<file path="src/hw/rtl/accel_peak_step_counter_defines.svh">
// ----------------------------------------------------------------------------
// accel_peak_step_counter_defines
// assertion macros used by the step counter top level
// ----------------------------------------------------------------------------
`ifndef ACCEL_PEAK_STEP_COUNTER_DEFINES_SVH
`define ACCEL_PEAK_STEP_COUNTER_DEFINES_SVH

// same-cycle implication
`define APSC_ASSERT_SAME(lbl, clk, rst, ante, cons) \
   lbl: assert property (@(posedge clk) disable iff (rst) (ante) |-> (cons)) \
      else $error("apsc assertion failed");

// next-cycle implication
`define APSC_ASSERT_NEXT(lbl, clk, rst, ante, cons) \
   lbl: assert property (@(posedge clk) disable iff (rst) (ante) |=> (cons)) \
      else $error("apsc assertion failed");

`endif

</file>
<file path="src/hw/rtl/apsc_pkg.sv">
// ----------------------------------------------------------------------------
// apsc_pkg
// widths, constants, types and helper functions of the step counter
// ----------------------------------------------------------------------------
package apsc_pkg;

   localparam int SAMPLE_BITS = 20;
   localparam int FRAC_BITS   = 12;

   localparam int ROOT_W      = SAMPLE_BITS + (SAMPLE_BITS % 2);
   localparam int SUM_W       = 2 * ROOT_W;
   localparam int REM_W       = ROOT_W + 2;
   localparam int SQRT_CYCLES = ROOT_W / 2;
   localparam int SQRT_CNT_W  = $clog2(SQRT_CYCLES);
   localparam logic [SQRT_CNT_W-1:0] SQRT_LAST = SQRT_CNT_W'(SQRT_CYCLES - 1);

   localparam int UNIT_SHIFT = 2 * FRAC_BITS + 4;
   localparam int CMP_W      = (SUM_W > UNIT_SHIFT) ? SUM_W : UNIT_SHIFT + 1;
   localparam logic [CMP_W-1:0] UNIT_LIMIT = CMP_W'(1) << UNIT_SHIFT;

   localparam int ALPHA_W    = 16;
   localparam int THRESH_W   = 20;
   localparam int INTERVAL_W = 16;
   localparam int TIME_W     = 32;
   localparam int COUNT_W    = 32;
   localparam int CSR_IDX_W  = 2;
   localparam int CSR_DATA_W = 20;

   localparam int CMPT_W = (SAMPLE_BITS > THRESH_W) ? SAMPLE_BITS : THRESH_W;
   localparam int ACC_W  = SAMPLE_BITS + ALPHA_W + 1;
   localparam logic [ALPHA_W:0]   ALPHA_ONE   = (ALPHA_W + 1)'(1) << ALPHA_W;
   localparam logic [ALPHA_W-1:0] ALPHA_ROUND = ALPHA_W'(1) << (ALPHA_W - 1);

   localparam int G_SCALE_W     = 13;
   localparam int G_SCALE_SHIFT = 16;
   localparam int SCALED_W      = SAMPLE_BITS + G_SCALE_SHIFT + 1;
   localparam logic [G_SCALE_W-1:0]     G_SCALE_Q16 = 13'd6683;
   localparam logic [G_SCALE_SHIFT-1:0] G_SCALE_ROUND = G_SCALE_SHIFT'(1) << (G_SCALE_SHIFT - 1);

   localparam logic [ALPHA_W-1:0]    ALPHA_RESET    = 16'd55706;
   localparam logic [THRESH_W-1:0]   THRESH_RESET   = 20'd4710;
   localparam logic [INTERVAL_W-1:0] INTERVAL_RESET = 16'd250;

   localparam logic [CSR_IDX_W-1:0] CSR_FILTER_ALPHA    = 2'd0;
   localparam logic [CSR_IDX_W-1:0] CSR_PEAK_THRESHOLD  = 2'd1;
   localparam logic [CSR_IDX_W-1:0] CSR_MIN_INTERVAL_MS = 2'd2;

   localparam int QUEUE_DEPTH = 2;
   localparam int QPTR_W      = $clog2(QUEUE_DEPTH);
   localparam int QCNT_W      = $clog2(QUEUE_DEPTH + 1);
   localparam logic [QCNT_W-1:0] QUEUE_FULL_COUNT = QCNT_W'(QUEUE_DEPTH);

   typedef struct packed {
      logic [SUM_W-1:0]  sum;
      logic [TIME_W-1:0] stamp;
   } sample_entry_type;

   typedef struct packed {
      logic             valid;
      sample_entry_type entry;
   } push_type;

   typedef struct packed {
      logic full;
      logic empty;
   } queue_status_type;

   typedef struct packed {
      logic [REM_W-1:0]  rem;
      logic [ROOT_W-1:0] root;
   } sqrt_state_type;

   function automatic logic [SAMPLE_BITS-1:0] abs_sample(logic [SAMPLE_BITS-1:0] v);
      logic [SAMPLE_BITS-1:0] r;
      r = v[SAMPLE_BITS-1] ? (~v + SAMPLE_BITS'(1)) : v;
      return r;
   endfunction

   // one restoring digit of the square root
   function automatic sqrt_state_type sqrt_step(sqrt_state_type s, logic [1:0] pair);
      logic [REM_W-1:0] rem_t;
      logic [REM_W-1:0] trial;
      sqrt_state_type   r;
      rem_t = {s.rem[REM_W-3:0], pair};
      trial = {s.root, 2'b01};
      if (rem_t >= trial) begin
         r.rem  = rem_t - trial;
         r.root = {s.root[ROOT_W-2:0], 1'b1};
      end else begin
         r.rem  = rem_t;
         r.root = {s.root[ROOT_W-2:0], 1'b0};
      end
      return r;
   endfunction

endpackage

</file>
<file path="src/hw/rtl/apsc_front.sv">
// ----------------------------------------------------------------------------
// apsc_front
// accepts samples and forms the sum of squares with one shared multiplier
// ----------------------------------------------------------------------------
module apsc_front import apsc_pkg::*; (
   input  logic                          clock,
   input  logic                          reset,
   input  logic                          req_valid,
   output logic                          req_stall,
   input  logic signed [SAMPLE_BITS-1:0] req_accel_x,
   input  logic signed [SAMPLE_BITS-1:0] req_accel_y,
   input  logic signed [SAMPLE_BITS-1:0] req_accel_z,
   input  logic [TIME_W-1:0]             req_timestamp_ms,
   output push_type                      push_out,
   input  queue_status_type              queue_status
);

   localparam logic [1:0] PHASE_PUSH = 2'd3;

   logic                     busy_ff, busy_in;
   logic [1:0]               phase_ff, phase_in;
   logic [SAMPLE_BITS-1:0]   mag_ff [3];
   logic [SAMPLE_BITS-1:0]   mag_in [3];
   logic [SUM_W-1:0]         sum_ff, sum_in;
   logic [TIME_W-1:0]        stamp_ff, stamp_in;
   logic [2*SAMPLE_BITS-1:0] square;
   logic                     accept;

   assign accept    = req_valid && !busy_ff;
   assign req_stall = busy_ff;
   assign square    = (2*SAMPLE_BITS)'(mag_ff[0]) * (2*SAMPLE_BITS)'(mag_ff[0]);

   always_comb begin
      busy_in  = busy_ff;
      phase_in = phase_ff;
      mag_in   = mag_ff;
      sum_in   = sum_ff;
      stamp_in = stamp_ff;
      if (accept) begin
         busy_in   = 1'b1;
         phase_in  = 2'd0;
         sum_in    = '0;
         mag_in[0] = abs_sample(req_accel_x);
         mag_in[1] = abs_sample(req_accel_y);
         mag_in[2] = abs_sample(req_accel_z);
         stamp_in  = req_timestamp_ms;
      end else if (busy_ff) begin
         if (phase_ff != PHASE_PUSH) begin
            sum_in    = sum_ff + SUM_W'(square);
            mag_in[0] = mag_ff[1];
            mag_in[1] = mag_ff[2];
            phase_in  = phase_ff + 2'd1;
         end else if (!queue_status.full) begin
            busy_in = 1'b0;
         end
      end
   end

   assign push_out.valid       = busy_ff && (phase_ff == PHASE_PUSH);
   assign push_out.entry.sum   = sum_ff;
   assign push_out.entry.stamp = stamp_ff;

   always_ff @(posedge clock) begin
      if (reset) begin
         busy_ff  <= 1'b0;
         phase_ff <= 2'd0;
      end else begin
         busy_ff  <= busy_in;
         phase_ff <= phase_in;
      end
   end

   always_ff @(posedge clock) begin
      mag_ff   <= mag_in;
      sum_ff   <= sum_in;
      stamp_ff <= stamp_in;
   end

endmodule

</file>
<file path="src/hw/rtl/apsc_queue.sv">
// ----------------------------------------------------------------------------
// apsc_queue
// short fifo of squared sums between the front and the back
// ----------------------------------------------------------------------------
module apsc_queue import apsc_pkg::*; (
   input  logic             clock,
   input  logic             reset,
   input  push_type         push_in,
   input  logic             pop,
   output queue_status_type status,
   output sample_entry_type head
);

   sample_entry_type  entries_ff [QUEUE_DEPTH];
   logic [QPTR_W-1:0] wr_ptr_ff, wr_ptr_in;
   logic [QPTR_W-1:0] rd_ptr_ff, rd_ptr_in;
   logic [QCNT_W-1:0] count_ff, count_in;
   logic              write, read;

   assign status.full  = (count_ff == QUEUE_FULL_COUNT);
   assign status.empty = (count_ff == '0);
   assign head         = entries_ff[rd_ptr_ff];
   assign write        = push_in.valid && !status.full;
   assign read         = pop && !status.empty;

   always_comb begin
      wr_ptr_in = write ? wr_ptr_ff + QPTR_W'(1) : wr_ptr_ff;
      rd_ptr_in = read ? rd_ptr_ff + QPTR_W'(1) : rd_ptr_ff;
      count_in  = count_ff;
      if (write && !read) begin
         count_in = count_ff + QCNT_W'(1);
      end else if (read && !write) begin
         count_in = count_ff - QCNT_W'(1);
      end
   end

   always_ff @(posedge clock) begin
      if (reset) begin
         wr_ptr_ff <= '0;
         rd_ptr_ff <= '0;
         count_ff  <= '0;
      end else begin
         wr_ptr_ff <= wr_ptr_in;
         rd_ptr_ff <= rd_ptr_in;
         count_ff  <= count_in;
      end
   end

   always_ff @(posedge clock) begin
      if (write) begin
         entries_ff[wr_ptr_ff] <= push_in.entry;
      end
   end

endmodule

</file>
<file path="src/hw/rtl/apsc_back.sv">
// ----------------------------------------------------------------------------
// apsc_back
// square root, unit scaling, low-pass filter and peak detection
// ----------------------------------------------------------------------------
module apsc_back import apsc_pkg::*; (
   input  logic                   clock,
   input  logic                   reset,
   input  logic                   csr_we,
   input  logic [CSR_IDX_W-1:0]   csr_index,
   input  logic [CSR_DATA_W-1:0]  csr_data,
   input  sample_entry_type       head,
   input  queue_status_type       queue_status,
   output logic                   pop,
   output logic                   rsp_valid,
   input  logic                   rsp_stall,
   output logic [COUNT_W-1:0]     rsp_step_total,
   output logic                   rsp_step_now,
   output logic [SAMPLE_BITS-1:0] rsp_filtered_magnitude
);

   localparam logic [2:0] ST_IDLE  = 3'd0;
   localparam logic [2:0] ST_SQRT  = 3'd1;
   localparam logic [2:0] ST_SCALE = 3'd2;
   localparam logic [2:0] ST_FILT1 = 3'd3;
   localparam logic [2:0] ST_FILT2 = 3'd4;
   localparam logic [2:0] ST_DONE  = 3'd5;

   logic [ALPHA_W-1:0]     alpha_ff, alpha_in;
   logic [THRESH_W-1:0]    thresh_ff, thresh_in;
   logic [INTERVAL_W-1:0]  interval_ff, interval_in;
   logic [2:0]             state_ff, state_in;
   logic                   seen_ff, seen_in;
   logic                   scale_ff, scale_in;
   logic [SAMPLE_BITS-1:0] cur_ff, cur_in;
   logic [SAMPLE_BITS-1:0] prev_ff, prev_in;
   logic [SAMPLE_BITS-1:0] older_ff, older_in;
   logic [TIME_W-1:0]      last_ff, last_in;
   logic [COUNT_W-1:0]     count_ff, count_in;
   logic                   rsp_valid_ff, rsp_valid_in;
   logic [COUNT_W-1:0]     rsp_total_ff, rsp_total_in;
   logic                   rsp_now_ff, rsp_now_in;
   logic [SAMPLE_BITS-1:0] rsp_filt_ff, rsp_filt_in;

   logic [SQRT_CNT_W-1:0]      cnt_ff, cnt_in;
   sqrt_state_type             sq_ff, sq_in;
   logic [SUM_W-1:0]           rad_ff, rad_in;
   logic [TIME_W-1:0]          stamp_ff, stamp_in;
   logic                       big_ff, big_in;
   logic [SAMPLE_BITS-1:0]     mag_ff, mag_in;
   logic [SAMPLE_BITS+ALPHA_W-1:0] prod_ff, prod_in;
   logic [SAMPLE_BITS-1:0]     filt_ff, filt_in;

   sqrt_state_type         sq_mid, sq_end;
   logic [SCALED_W-1:0]    scaled;
   logic [ALPHA_W:0]       beta;
   logic [ACC_W-1:0]       mix, acc;
   logic [SAMPLE_BITS-1:0] older_n, prev_n;
   logic [TIME_W-1:0]      elapsed;
   logic                   local_max, above, enough, step, out_free;

   assign pop      = (state_ff == ST_IDLE) && !queue_status.empty;
   assign out_free = !rsp_valid_ff || !rsp_stall;

   always_comb begin
      sq_mid  = sqrt_step(sq_ff, rad_ff[SUM_W-1 -: 2]);
      sq_end  = sqrt_step(sq_mid, rad_ff[SUM_W-3 -: 2]);
      scaled  = SCALED_W'(sq_ff.root[SAMPLE_BITS-1:0]) * SCALED_W'(G_SCALE_Q16)
                + SCALED_W'(G_SCALE_ROUND);
      beta    = ALPHA_ONE - {1'b0, alpha_ff};
      mix     = ACC_W'(beta) * ACC_W'(mag_ff);
      acc     = ACC_W'(prod_ff) + mix + ACC_W'(ALPHA_ROUND);
      older_n = seen_ff ? prev_ff : filt_ff;
      prev_n  = seen_ff ? cur_ff : filt_ff;
      elapsed = stamp_ff - last_ff;
      local_max = (prev_n > older_n) && (prev_n > filt_ff);
      above     = CMPT_W'(prev_n) > CMPT_W'(thresh_ff);
      enough    = elapsed >= TIME_W'(interval_ff);
      step      = local_max && above && enough;
   end

   always_comb begin
      alpha_in     = alpha_ff;
      thresh_in    = thresh_ff;
      interval_in  = interval_ff;
      state_in     = state_ff;
      seen_in      = seen_ff;
      scale_in     = scale_ff;
      cur_in       = cur_ff;
      prev_in      = prev_ff;
      older_in     = older_ff;
      last_in      = last_ff;
      count_in     = count_ff;
      rsp_valid_in = rsp_valid_ff && rsp_stall;
      rsp_total_in = rsp_total_ff;
      rsp_now_in   = rsp_now_ff;
      rsp_filt_in  = rsp_filt_ff;
      cnt_in       = cnt_ff;
      sq_in        = sq_ff;
      rad_in       = rad_ff;
      stamp_in     = stamp_ff;
      big_in       = big_ff;
      mag_in       = mag_ff;
      prod_in      = prod_ff;
      filt_in      = filt_ff;

      if (csr_we) begin
         case (csr_index)
            CSR_FILTER_ALPHA:    alpha_in    = csr_data[ALPHA_W-1:0];
            CSR_PEAK_THRESHOLD:  thresh_in   = csr_data[THRESH_W-1:0];
            CSR_MIN_INTERVAL_MS: interval_in = csr_data[INTERVAL_W-1:0];
            default: ;
         endcase
      end

      case (state_ff)
         ST_IDLE: begin
            if (pop) begin
               rad_in   = head.sum;
               stamp_in = head.stamp;
               sq_in    = '0;
               cnt_in   = '0;
               big_in   = CMP_W'(head.sum) > UNIT_LIMIT;
               state_in = ST_SQRT;
            end
         end
         ST_SQRT: begin
            sq_in  = sq_end;
            rad_in = rad_ff << 4;
            cnt_in = cnt_ff + SQRT_CNT_W'(1);
            if (cnt_ff == SQRT_LAST) begin
               state_in = ST_SCALE;
            end
         end
         ST_SCALE: begin
            if (seen_ff ? scale_ff : big_ff) begin
               mag_in = scaled[SAMPLE_BITS+G_SCALE_SHIFT-1:G_SCALE_SHIFT];
            end else begin
               mag_in = sq_ff.root[SAMPLE_BITS-1:0];
            end
            if (!seen_ff) begin
               scale_in = big_ff;
            end
            state_in = ST_FILT1;
         end
         ST_FILT1: begin
            prod_in  = (SAMPLE_BITS+ALPHA_W)'(alpha_ff) * (SAMPLE_BITS+ALPHA_W)'(cur_ff);
            state_in = ST_FILT2;
         end
         ST_FILT2: begin
            filt_in  = seen_ff ? acc[SAMPLE_BITS+ALPHA_W-1:ALPHA_W] : mag_ff;
            state_in = ST_DONE;
         end
         ST_DONE: begin
            if (out_free) begin
               older_in = older_n;
               prev_in  = prev_n;
               cur_in   = filt_ff;
               seen_in  = 1'b1;
               if (step) begin
                  count_in = count_ff + COUNT_W'(1);
                  last_in  = stamp_ff;
               end
               rsp_valid_in = 1'b1;
               rsp_total_in = step ? count_ff + COUNT_W'(1) : count_ff;
               rsp_now_in   = step;
               rsp_filt_in  = filt_ff;
               state_in     = ST_IDLE;
            end
         end
         default: state_in = ST_IDLE;
      endcase
   end

   assign rsp_valid              = rsp_valid_ff;
   assign rsp_step_total         = rsp_total_ff;
   assign rsp_step_now           = rsp_now_ff;
   assign rsp_filtered_magnitude = rsp_filt_ff;

   always_ff @(posedge clock) begin
      if (reset) begin
         alpha_ff     <= ALPHA_RESET;
         thresh_ff    <= THRESH_RESET;
         interval_ff  <= INTERVAL_RESET;
         state_ff     <= ST_IDLE;
         seen_ff      <= 1'b0;
         scale_ff     <= 1'b0;
         cur_ff       <= '0;
         prev_ff      <= '0;
         older_ff     <= '0;
         last_ff      <= '0;
         count_ff     <= '0;
         rsp_valid_ff <= 1'b0;
      end else begin
         alpha_ff     <= alpha_in;
         thresh_ff    <= thresh_in;
         interval_ff  <= interval_in;
         state_ff     <= state_in;
         seen_ff      <= seen_in;
         scale_ff     <= scale_in;
         cur_ff       <= cur_in;
         prev_ff      <= prev_in;
         older_ff     <= older_in;
         last_ff      <= last_in;
         count_ff     <= count_in;
         rsp_valid_ff <= rsp_valid_in;
      end
   end

   always_ff @(posedge clock) begin
      rsp_total_ff <= rsp_total_in;
      rsp_now_ff   <= rsp_now_in;
      rsp_filt_ff  <= rsp_filt_in;
      cnt_ff       <= cnt_in;
      sq_ff        <= sq_in;
      rad_ff       <= rad_in;
      stamp_ff     <= stamp_in;
      big_ff       <= big_in;
      mag_ff       <= mag_in;
      prod_ff      <= prod_in;
      filt_ff      <= filt_in;
   end

endmodule

</file>
<file path="src/hw/rtl/accel_peak_step_counter.sv">
// ----------------------------------------------------------------------------
// accel_peak_step_counter
// the front handles one sample at a time and stalls requests until its sum is queued
// the back end sets the rate: it pops an entry only when idle and forms two root bits
// per square root step; a 2-entry queue decouples the front from the back
// reset: synchronous; registers return to defaults, history and count clear
// ----------------------------------------------------------------------------
`include "accel_peak_step_counter_defines.svh"

module accel_peak_step_counter import apsc_pkg::*; (
   input  logic                          clock,
   input  logic                          reset,
   input  logic                          req_valid,
   output logic                          req_stall,
   input  logic signed [SAMPLE_BITS-1:0] req_accel_x,
   input  logic signed [SAMPLE_BITS-1:0] req_accel_y,
   input  logic signed [SAMPLE_BITS-1:0] req_accel_z,
   input  logic [TIME_W-1:0]             req_timestamp_ms,
   output logic                          rsp_valid,
   input  logic                          rsp_stall,
   output logic [COUNT_W-1:0]            rsp_step_total,
   output logic                          rsp_step_now,
   output logic [SAMPLE_BITS-1:0]        rsp_filtered_magnitude,
   input  logic                          csr_we,
   input  logic [CSR_IDX_W-1:0]          csr_index,
   input  logic [CSR_DATA_W-1:0]         csr_data
);

   push_type         push;
   queue_status_type queue_status;
   sample_entry_type queue_head;
   logic             pop;

   apsc_front u_front (
      .clock            (clock),
      .reset            (reset),
      .req_valid        (req_valid),
      .req_stall        (req_stall),
      .req_accel_x      (req_accel_x),
      .req_accel_y      (req_accel_y),
      .req_accel_z      (req_accel_z),
      .req_timestamp_ms (req_timestamp_ms),
      .push_out         (push),
      .queue_status     (queue_status)
   );

   apsc_queue u_queue (
      .clock   (clock),
      .reset   (reset),
      .push_in (push),
      .pop     (pop),
      .status  (queue_status),
      .head    (queue_head)
   );

   apsc_back u_back (
      .clock                  (clock),
      .reset                  (reset),
      .csr_we                 (csr_we),
      .csr_index              (csr_index),
      .csr_data               (csr_data),
      .head                   (queue_head),
      .queue_status           (queue_status),
      .pop                    (pop),
      .rsp_valid              (rsp_valid),
      .rsp_stall              (rsp_stall),
      .rsp_step_total         (rsp_step_total),
      .rsp_step_now           (rsp_step_now),
      .rsp_filtered_magnitude (rsp_filtered_magnitude)
   );

   `APSC_ASSERT_NEXT(a_front_busy_after_accept, clock, reset, req_valid && !req_stall, req_stall)
   `APSC_ASSERT_NEXT(a_push_holds_when_full, clock, reset, push.valid && queue_status.full, push.valid && $stable(push.entry))
   `APSC_ASSERT_NEXT(a_back_busy_after_pop, clock, reset, pop, !pop)

endmodule
</file>
<file path="config.mk">
export PLATFORM = sky130hd
export DESIGN_NAME = accel_peak_step_counter
export DESIGN_NICKNAME = d
export VERILOG_FILES = /design/src/hw/rtl/apsc_pkg.sv /design/src/hw/rtl/apsc_front.sv /design/src/hw/rtl/apsc_queue.sv /design/src/hw/rtl/apsc_back.sv /design/src/hw/rtl/accel_peak_step_counter.sv
export VERILOG_INCLUDE_DIRS = /design/src /design/src/hw/rtl
export SDC_FILE = /design/constraint.sdc
export NUM_CORES = 2
export LEC_CHECK = 0
export ABC_AREA = 1
export BUFFER_PORTS_ARGS = -buffer_cell sky130_fd_sc_hd__buf_2
export CORE_MARGIN = 2
export CORE_UTILIZATION = 60
export DETAILED_ROUTE_END_ITERATION = 6
export PLACE_DENSITY = 0.77
export RECOVER_POWER = 25
export SKIP_LAST_GASP = 1
export SYNTH_ARGS = -nofsm -noshare
export SYNTH_HDL_FRONTEND = slang
export SYNTH_HIERARCHICAL = 1
export SYNTH_SLANG_ARGS = --single-unit
export TNS_END_PERCENT = 100
</file>
<file path="constraint.sdc">
create_clock -name clock -period 8.61 [get_ports clock]
set_input_delay 0.4305 -clock clock [delete_from_list [all_inputs] [get_ports clock]]
set_output_delay 0.4305 -clock clock [all_outputs]
set_load 0.01 [all_outputs]
</file>
* Word level (Yosys, flattened, before mapping)
Memories as Yosys holds them, arrays and structs flattened. A register that Yosys moved wholly into a read port is not among the register bits.
Cells that the tools add are included.
** Word-level totals
- Bits in latches :: 0
- ROM bits :: 0
- Logic and storage cells :: 154
- Bits in registers :: 547
- Memory bits (writable) :: 144
- Input port bits :: 119
- Output and inout bits :: 55
- Memories :: 1
** Memory list
- u_queue.entries_ff :: words 2, width 72, read ports 1, clocked after Yosys merged registers in 1, wr ports 1, RTL line apsc_queue.sv:14 : sample_entry_type entries_ff [QUEUE_DEPTH];
** Cells by class
- Magnitude comparators :: 7
- Reduce and logical (&&, ||, !) cells :: 37
- Multiplexer cells :: 36
- Shift-type cells :: 0
- $mul :: 4
- $add $sub $neg :: 18
- Bitwise logic cells :: 3
- Div/mod/pow operators :: 0
- Eq/ne operators :: 14
** Operators with widths (number)
- two-way mux 40 bit :: 7
- case mux 40 bit (2 select lines) :: 2
- two-way mux 20 bit :: 6
- adder 20 x 1 -> 20 bit, second input constant :: 3
- greater-than comparator 20 bit :: 3
- NOT 20 bit :: 3
- >= comparator 22 bit :: 2
- adder 40 bit :: 1
- greater-than comparator 40 x 29 -> 1 bit, second input constant :: 1
- multiplier 20 x 20 -> 40 bit :: 1
- subtractor 20 bit :: 2
- adder 36 x 16 -> 36 bit, second input constant :: 1
- adder 36 bit :: 1
- multiplier 16 x 20 -> 36 bit :: 1
- multiplier 17 x 20 -> 36 bit :: 1
- adder 33 x 16 -> 34 bit, second input constant :: 1
- multiplier 20 x 13 -> 33 bit, second input constant :: 1
- adder 32 x 1 -> 32 bit, second input constant :: 1
- >= comparator 32 x 16 -> 1 bit :: 1
- two-way mux 32 bit :: 1
- subtractor 32 bit :: 1
- two-way mux 19 bit :: 1
- case mux 3 bit (6 select lines) :: 1
- subtractor 17 x 16 -> 17 bit, first input constant :: 1
- other kinds (26) :: 75

* Longest topological paths before layout
- Depth after elaboration :: 7
- Gate-level depth with buffers :: 37
- Gate-level depth less buffers :: 36

* By module
The synthesis kept the hierarchy.
** Modules (own cells, without submodules)
- apsc_back :: cells each 6458, seq. area each 10630.2 µm², area an instance 50772.4 µm², times used 1
- apsc_front :: cells each 2339, seq. area each 3623.5 µm², area an instance 19284.7 µm², times used 1
- apsc_queue :: cells each 261, seq. area each 4424.2 µm², area an instance 5795.6 µm², times used 1

* Worst setup path before layout
Ideal clock, no wire load.
- Path kind :: flip-flop to flip-flop
- Start point :: register u_back.state_ff[0]
- End point :: register u_back.cnt_ff[0] (enable)
- Arrival :: 6.523 ns
- Path buffers :: 0
- Required time :: 7.968 ns
- Cell stages (with the launch flop) :: 6
- Slack :: 1.444 ns
- Clock period less this slack :: 7.166 ns
- Library setup time :: 0.642 ns
- Path through :: dfxtp_1 > nor2_1 > inv_1 > nor2_1 > inv_1 > o21ai_0
** On the way
- Word-level cells in the longest chain between the ends :: 4
- Elaborated cells between the ends (all ways) :: 6
- Those cells by class :: eq/ne: 2; reduce/logical: 4
** RTL lines
- start: declaration :: RTL line apsc_back.sv:31 : logic [2:0] state_ff, state_in;
- start signal: assignment :: RTL line apsc_back.sv:197 : state_ff <= state_in;
- logical NOT 3 bit :: RTL line apsc_back.sv:61, apsc_back.sv:115
- logical AND 1 bit :: RTL line apsc_back.sv:61 : assign pop = (state_ff == ST_IDLE) && !queue_status.empty;
- inequality test 2 bit (no source line)
- AND reduction 2 bit (no source line) *
- end signal: assignment :: RTL line apsc_back.sv:213 : cnt_ff <= cnt_in;
- end: declaration :: RTL line apsc_back.sv:44 : logic [SQRT_CNT_W-1:0] cnt_ff, cnt_in;
Every way passes the cells marked *; elsewhere a longest branch is shown, timed or not.
A chain may end at the register's enable or synchronous reset.

* Worst setup path after layout
- Start point :: register u_back.alpha_ff[2]
- End point :: register u_back.filt_ff[14] (data pin)
** On the way
- Word-level cells in the longest chain between the ends :: 5
** RTL lines
- start: declaration :: RTL line apsc_back.sv:28 : logic [ALPHA_W-1:0] alpha_ff, alpha_in;
- start signal: assignment :: RTL line apsc_back.sv:194 : alpha_ff <= alpha_in;
- subtractor 17 x 16 -> 17 bit :: RTL line apsc_back.sv:69 : beta = ALPHA_ONE - {1'b0, alpha_ff};
- multiplier 17 x 20 -> 36 bit :: RTL line apsc_back.sv:70 : mix = ACC_W'(beta) * ACC_W'(mag_ff);
- adder 36 bit :: RTL line apsc_back.sv:71 : acc = ACC_W'(prod_ff) + mix + ACC_W'(ALPHA_ROUND);
- adder 36 x 16 -> 36 bit :: RTL line apsc_back.sv:71
- two-way mux 20 bit :: RTL line apsc_back.sv:150 : filt_in = seen_ff ? acc[SAMPLE_BITS+ALPHA_W-1:ALPHA_W] : mag_ff;
- end signal: assignment :: RTL line apsc_back.sv:220 : filt_ff <= filt_in;
- end: declaration :: RTL line apsc_back.sv:51 : logic [SAMPLE_BITS-1:0] filt_ff, filt_in;
No other way between the ends.

==> results.sh <==
export IMPL_cp_max_fo=23
export IMPL_synth_edff_count=482
export IMPL_wl_um=206000
export IMPL_regArea_mm2=0.0187
export IMPL_drt_pass1_iterations=7
export IMPL_ant_nets=0
export IMPL_hp_class="input port to register"
export IMPL_r2r_end="u_back/filt_ff[14]"
export IMPL_initial_utilization=0.604
export IMPL_cts_made_buffers=81
export IMPL_rrSetupSlack_ns=0.75
export IMPL_grt_max_degree=113
export IMPL_vias=60144
export IMPL_grt_overflow_total=0
export IMPL_dieWidth_um=360
export IMPL_dp_hpwl_um=163000
export IMPL_yosys_most_used_dff="edfxtp_1"
export IMPL_fp_dieArea_mm2=0.129
export IMPL_clock_fmax_mhz=127
export IMPL_path_class="register to register"
export IMPL_syn_cell_area_mm2=0.0759
export IMPL_fin_nets=10900
export IMPL_netlist_instances=9058
export IMPL_period_share=0.912
export IMPL_post_cts_resized=0
export IMPL_htree_levels=3
export IMPL_syn_avg_cell_area_um2=8.37
export IMPL_synth_nets=10807
export IMPL_ys_seq_area_frac=0.246
export IMPL_grt_usage=0.325
export IMPL_cp_required_ns=9.03
export IMPL_cp_slowest_stage_delay_ns=0.56
export IMPL_cp_top_family="adder cells"
export IMPL_hold_end="u_front/mag_ff[3]"
export IMPL_cts_tree="done"
export IMPL_synth_top_area_frac=0.250
export IMPL_std_cell_rows=130
export IMPL_drv_cap=4
export IMPL_area_growth_pct=7.41
export IMPL_fin_skew_ns=0.0341
export IMPL_rsz0062_at_grt="no"
export IMPL_drcViolationCount=4
export IMPL_setup_viol=0
export IMPL_async_flop_share=0
export IMPL_status="complete, but fails checks"
export IMPL_grt_pass1_wl_um=330000
export IMPL_core_area_mm2=0.126
export IMPL_die_y_um=360
export IMPL_clkTransAtPathRegs_ns=0.06
export IMPL_post_dp_cell_area_mm2=0.0782
export IMPL_drt_iter0_drc=5022
export IMPL_synth_top_cell_by_area="fa_1"
export IMPL_ys_seq_elements=692
export IMPL_hold_buffers=37
export IMPL_startpoint_type="register"
export IMPL_synth_area_leaders="fa_1 (25%), edfxtp_1 (19%), ha_1 (11%)"
export IMPL_cp_slowest_cell="fa_1"
export IMPL_clk_latency_ns=0.70
export IMPL_drive_gt1_frac=0.0536
export IMPL_wl_per_cell_um=19.0
export IMPL_fin_setup_tns_ns=0
export IMPL_violations="design-rule violations, max-capacitance violations, max-slew violations"
export IMPL_n_fill_cell=10489
export IMPL_end_kind="register"
export IMPL_multi_input_area_mm2=0.0480
export IMPL_io_pins=174
export IMPL_yosys_warnings=6
export IMPL_io_buffers=173
export IMPL_tightest_slew_ns=3.19
export IMPL_slew_viol_final=175
export IMPL_reg2reg_depth=32
export IMPL_slew_headroom=-1.13
export IMPL_cts_sinks=692
export IMPL_gp_congestion=0.986
export IMPL_arrival_ns=8.28
export IMPL_hold_viol=0
export IMPL_avgViaCountPerCell=5.53
export IMPL_fin_area_mm2=0.0815
export IMPL_cp_num_buf_inv=7
export IMPL_synth_cell_types=62
export IMPL_antenna_found_initial=18
export IMPL_cts_root_buf="clkbuf_16"
export IMPL_grt_pass1_vias=61928
export IMPL_cts_setup_buffers=0
export IMPL_fin_crit_ns=7.86
export IMPL_min_path_cells=2
export IMPL_rr_startpoint="u_back/alpha_ff[2]"
export IMPL_ctsLongestPathBuffers=3
export IMPL_worstHoldStart="req_accel_z[3]"
state kept, by name, indices dropped and copies added (netlist names), 32 cells and up, named ones only:
| name | flops |
|---|---|
| u_back/stamp_ff | 32 |
| u_front/stamp_ff | 32 |
| u_back/rad_ff | 40 |
| u_back/last_ff | 32 |
| u_back/prod_ff | 36 |
| u_back/rsp_step_total | 32 |
| u_front/mag_ff | 60 |
| u_back/sq_ff | 40 |
| u_queue/entries_ff | 144 |
| u_front/sum_ff | 40 |
| u_back/count_ff | 32 |
worst reg2reg max path: cells and delay by family (launching register included):
family | cells | cell delay, ns
buf+inv | 7 | 0.91
simple gates | 12 | 1.84
flops | 1 | 0.31
compound gates | 6 | 1.08
fa+ha+maj | 7 | 3.46
area by class of cell:
type                            instances  area share
Timing Repair Buffer                  292      0.0218
Inverter                             2118      0.0976
Clock inverter                         39     0.00892
Multi-Input combinational cell       5966       0.590
Clock buffer                          109      0.0272
Sequential cell                       692       0.229
Tap cell                             1650      0.0253
Antenna cell                            8    0.000246
metrics by stage:
stage	instances	hold WS, ns	util	worst slack [ns]
2_1_floorplan	9058	0.421	-	1.44
3_5_place_dp	10681	0.429	0.623	0.792
3_3_place_gp	10681	0.423	0.623	0.826
5_1_grt	10872	0.0513	0.649	0.0947
4_1_cts	10866	0.0186	0.649	0.770
6_report	10874	0.0682	0.649	0.755
worst max path at each step:
stage                            start            endpoint  cells after the start
global placement    u_back/alpha_ff[2]  u_back/filt_ff[14]                     32
detailed placement  u_back/alpha_ff[2]  u_back/filt_ff[14]                     32
CTS                 u_back/alpha_ff[2]  u_back/filt_ff[14]                     32
global route        u_back/alpha_ff[2]  u_back/filt_ff[14]                     34
floorplan           u_back/state_ff[0]    u_back/cnt_ff[0]                      5
finish              u_back/alpha_ff[2]  u_back/filt_ff[14]                     32
cell families (layout without fill, tap and decap cells):
family | Yosys count | in the layout | synth area share
adder cells (fa/ha/maj) | 1630 | 1630 | 0.363
AO/OA/AOI/OAI | 902 | 902 | 0.0647
other | 0 | 8 | 0
buffers and inverters | 2400 | 2558 | 0.121
AND/OR/NAND/NOR | 3168 | 3168 | 0.168
flip-flops | 692 | 692 | 0.246
multiplexers | 72 | 72 | 0.0142
XOR/XNOR | 194 | 194 | 0.0224
layout by cell type, fill, tap and decap left out, types with 10 or more instances in the layout:
cell type	n
o21ai_1	17
dlygate4sd3_1	37
xor2_1	135
buf_4	77
a21o_1	18
a21boi_0	10
fa_1	949
edfxtp_1	482
nor2_2	10
nor2_1	680
ha_1	681
a21oi_1	382
dfxtp_1	208
nand4_1	46
nor4_1	28
or2_2	23
a31oi_1	25
bufinv_16	17
buf_2	127
nor3_1	69
xnor2_1	59
nand3_1	273
inv_2	12
mux2_4	70
clkinv_1	19
clkbuf_1	72
nand2_1	1989
inv_1	2089
clkbuf_16	82
nand2_2	13
o21a_1	13
o21ai_0	352
o211ai_1	29
per-layer routing:
metal	global-route usage	share of wire	vias up
met5	0	0.00039	-
met4	0.128	0.041	14
met3	0.0560	0.080	439
met2	0.539	0.47	2305
met1	0.426	0.41	29421
li1	-	-	27965
synth_stat cells (all sizes together) (55+ instances only):
cell type,n
mux2,72
inv,2103
buf,55
nor3,73
xor2,135
xnor2,59
edfxtp,482
nand2,2002
clkbuf,227
o21ai,373
fa,949
ha,681
dfxtp,210
nor2,698
a21oi,384
nand3,281
Power is left out: the tool's default activity adds up to more than one toggle a clock period on the data nets, which glitch-free logic cannot reach.
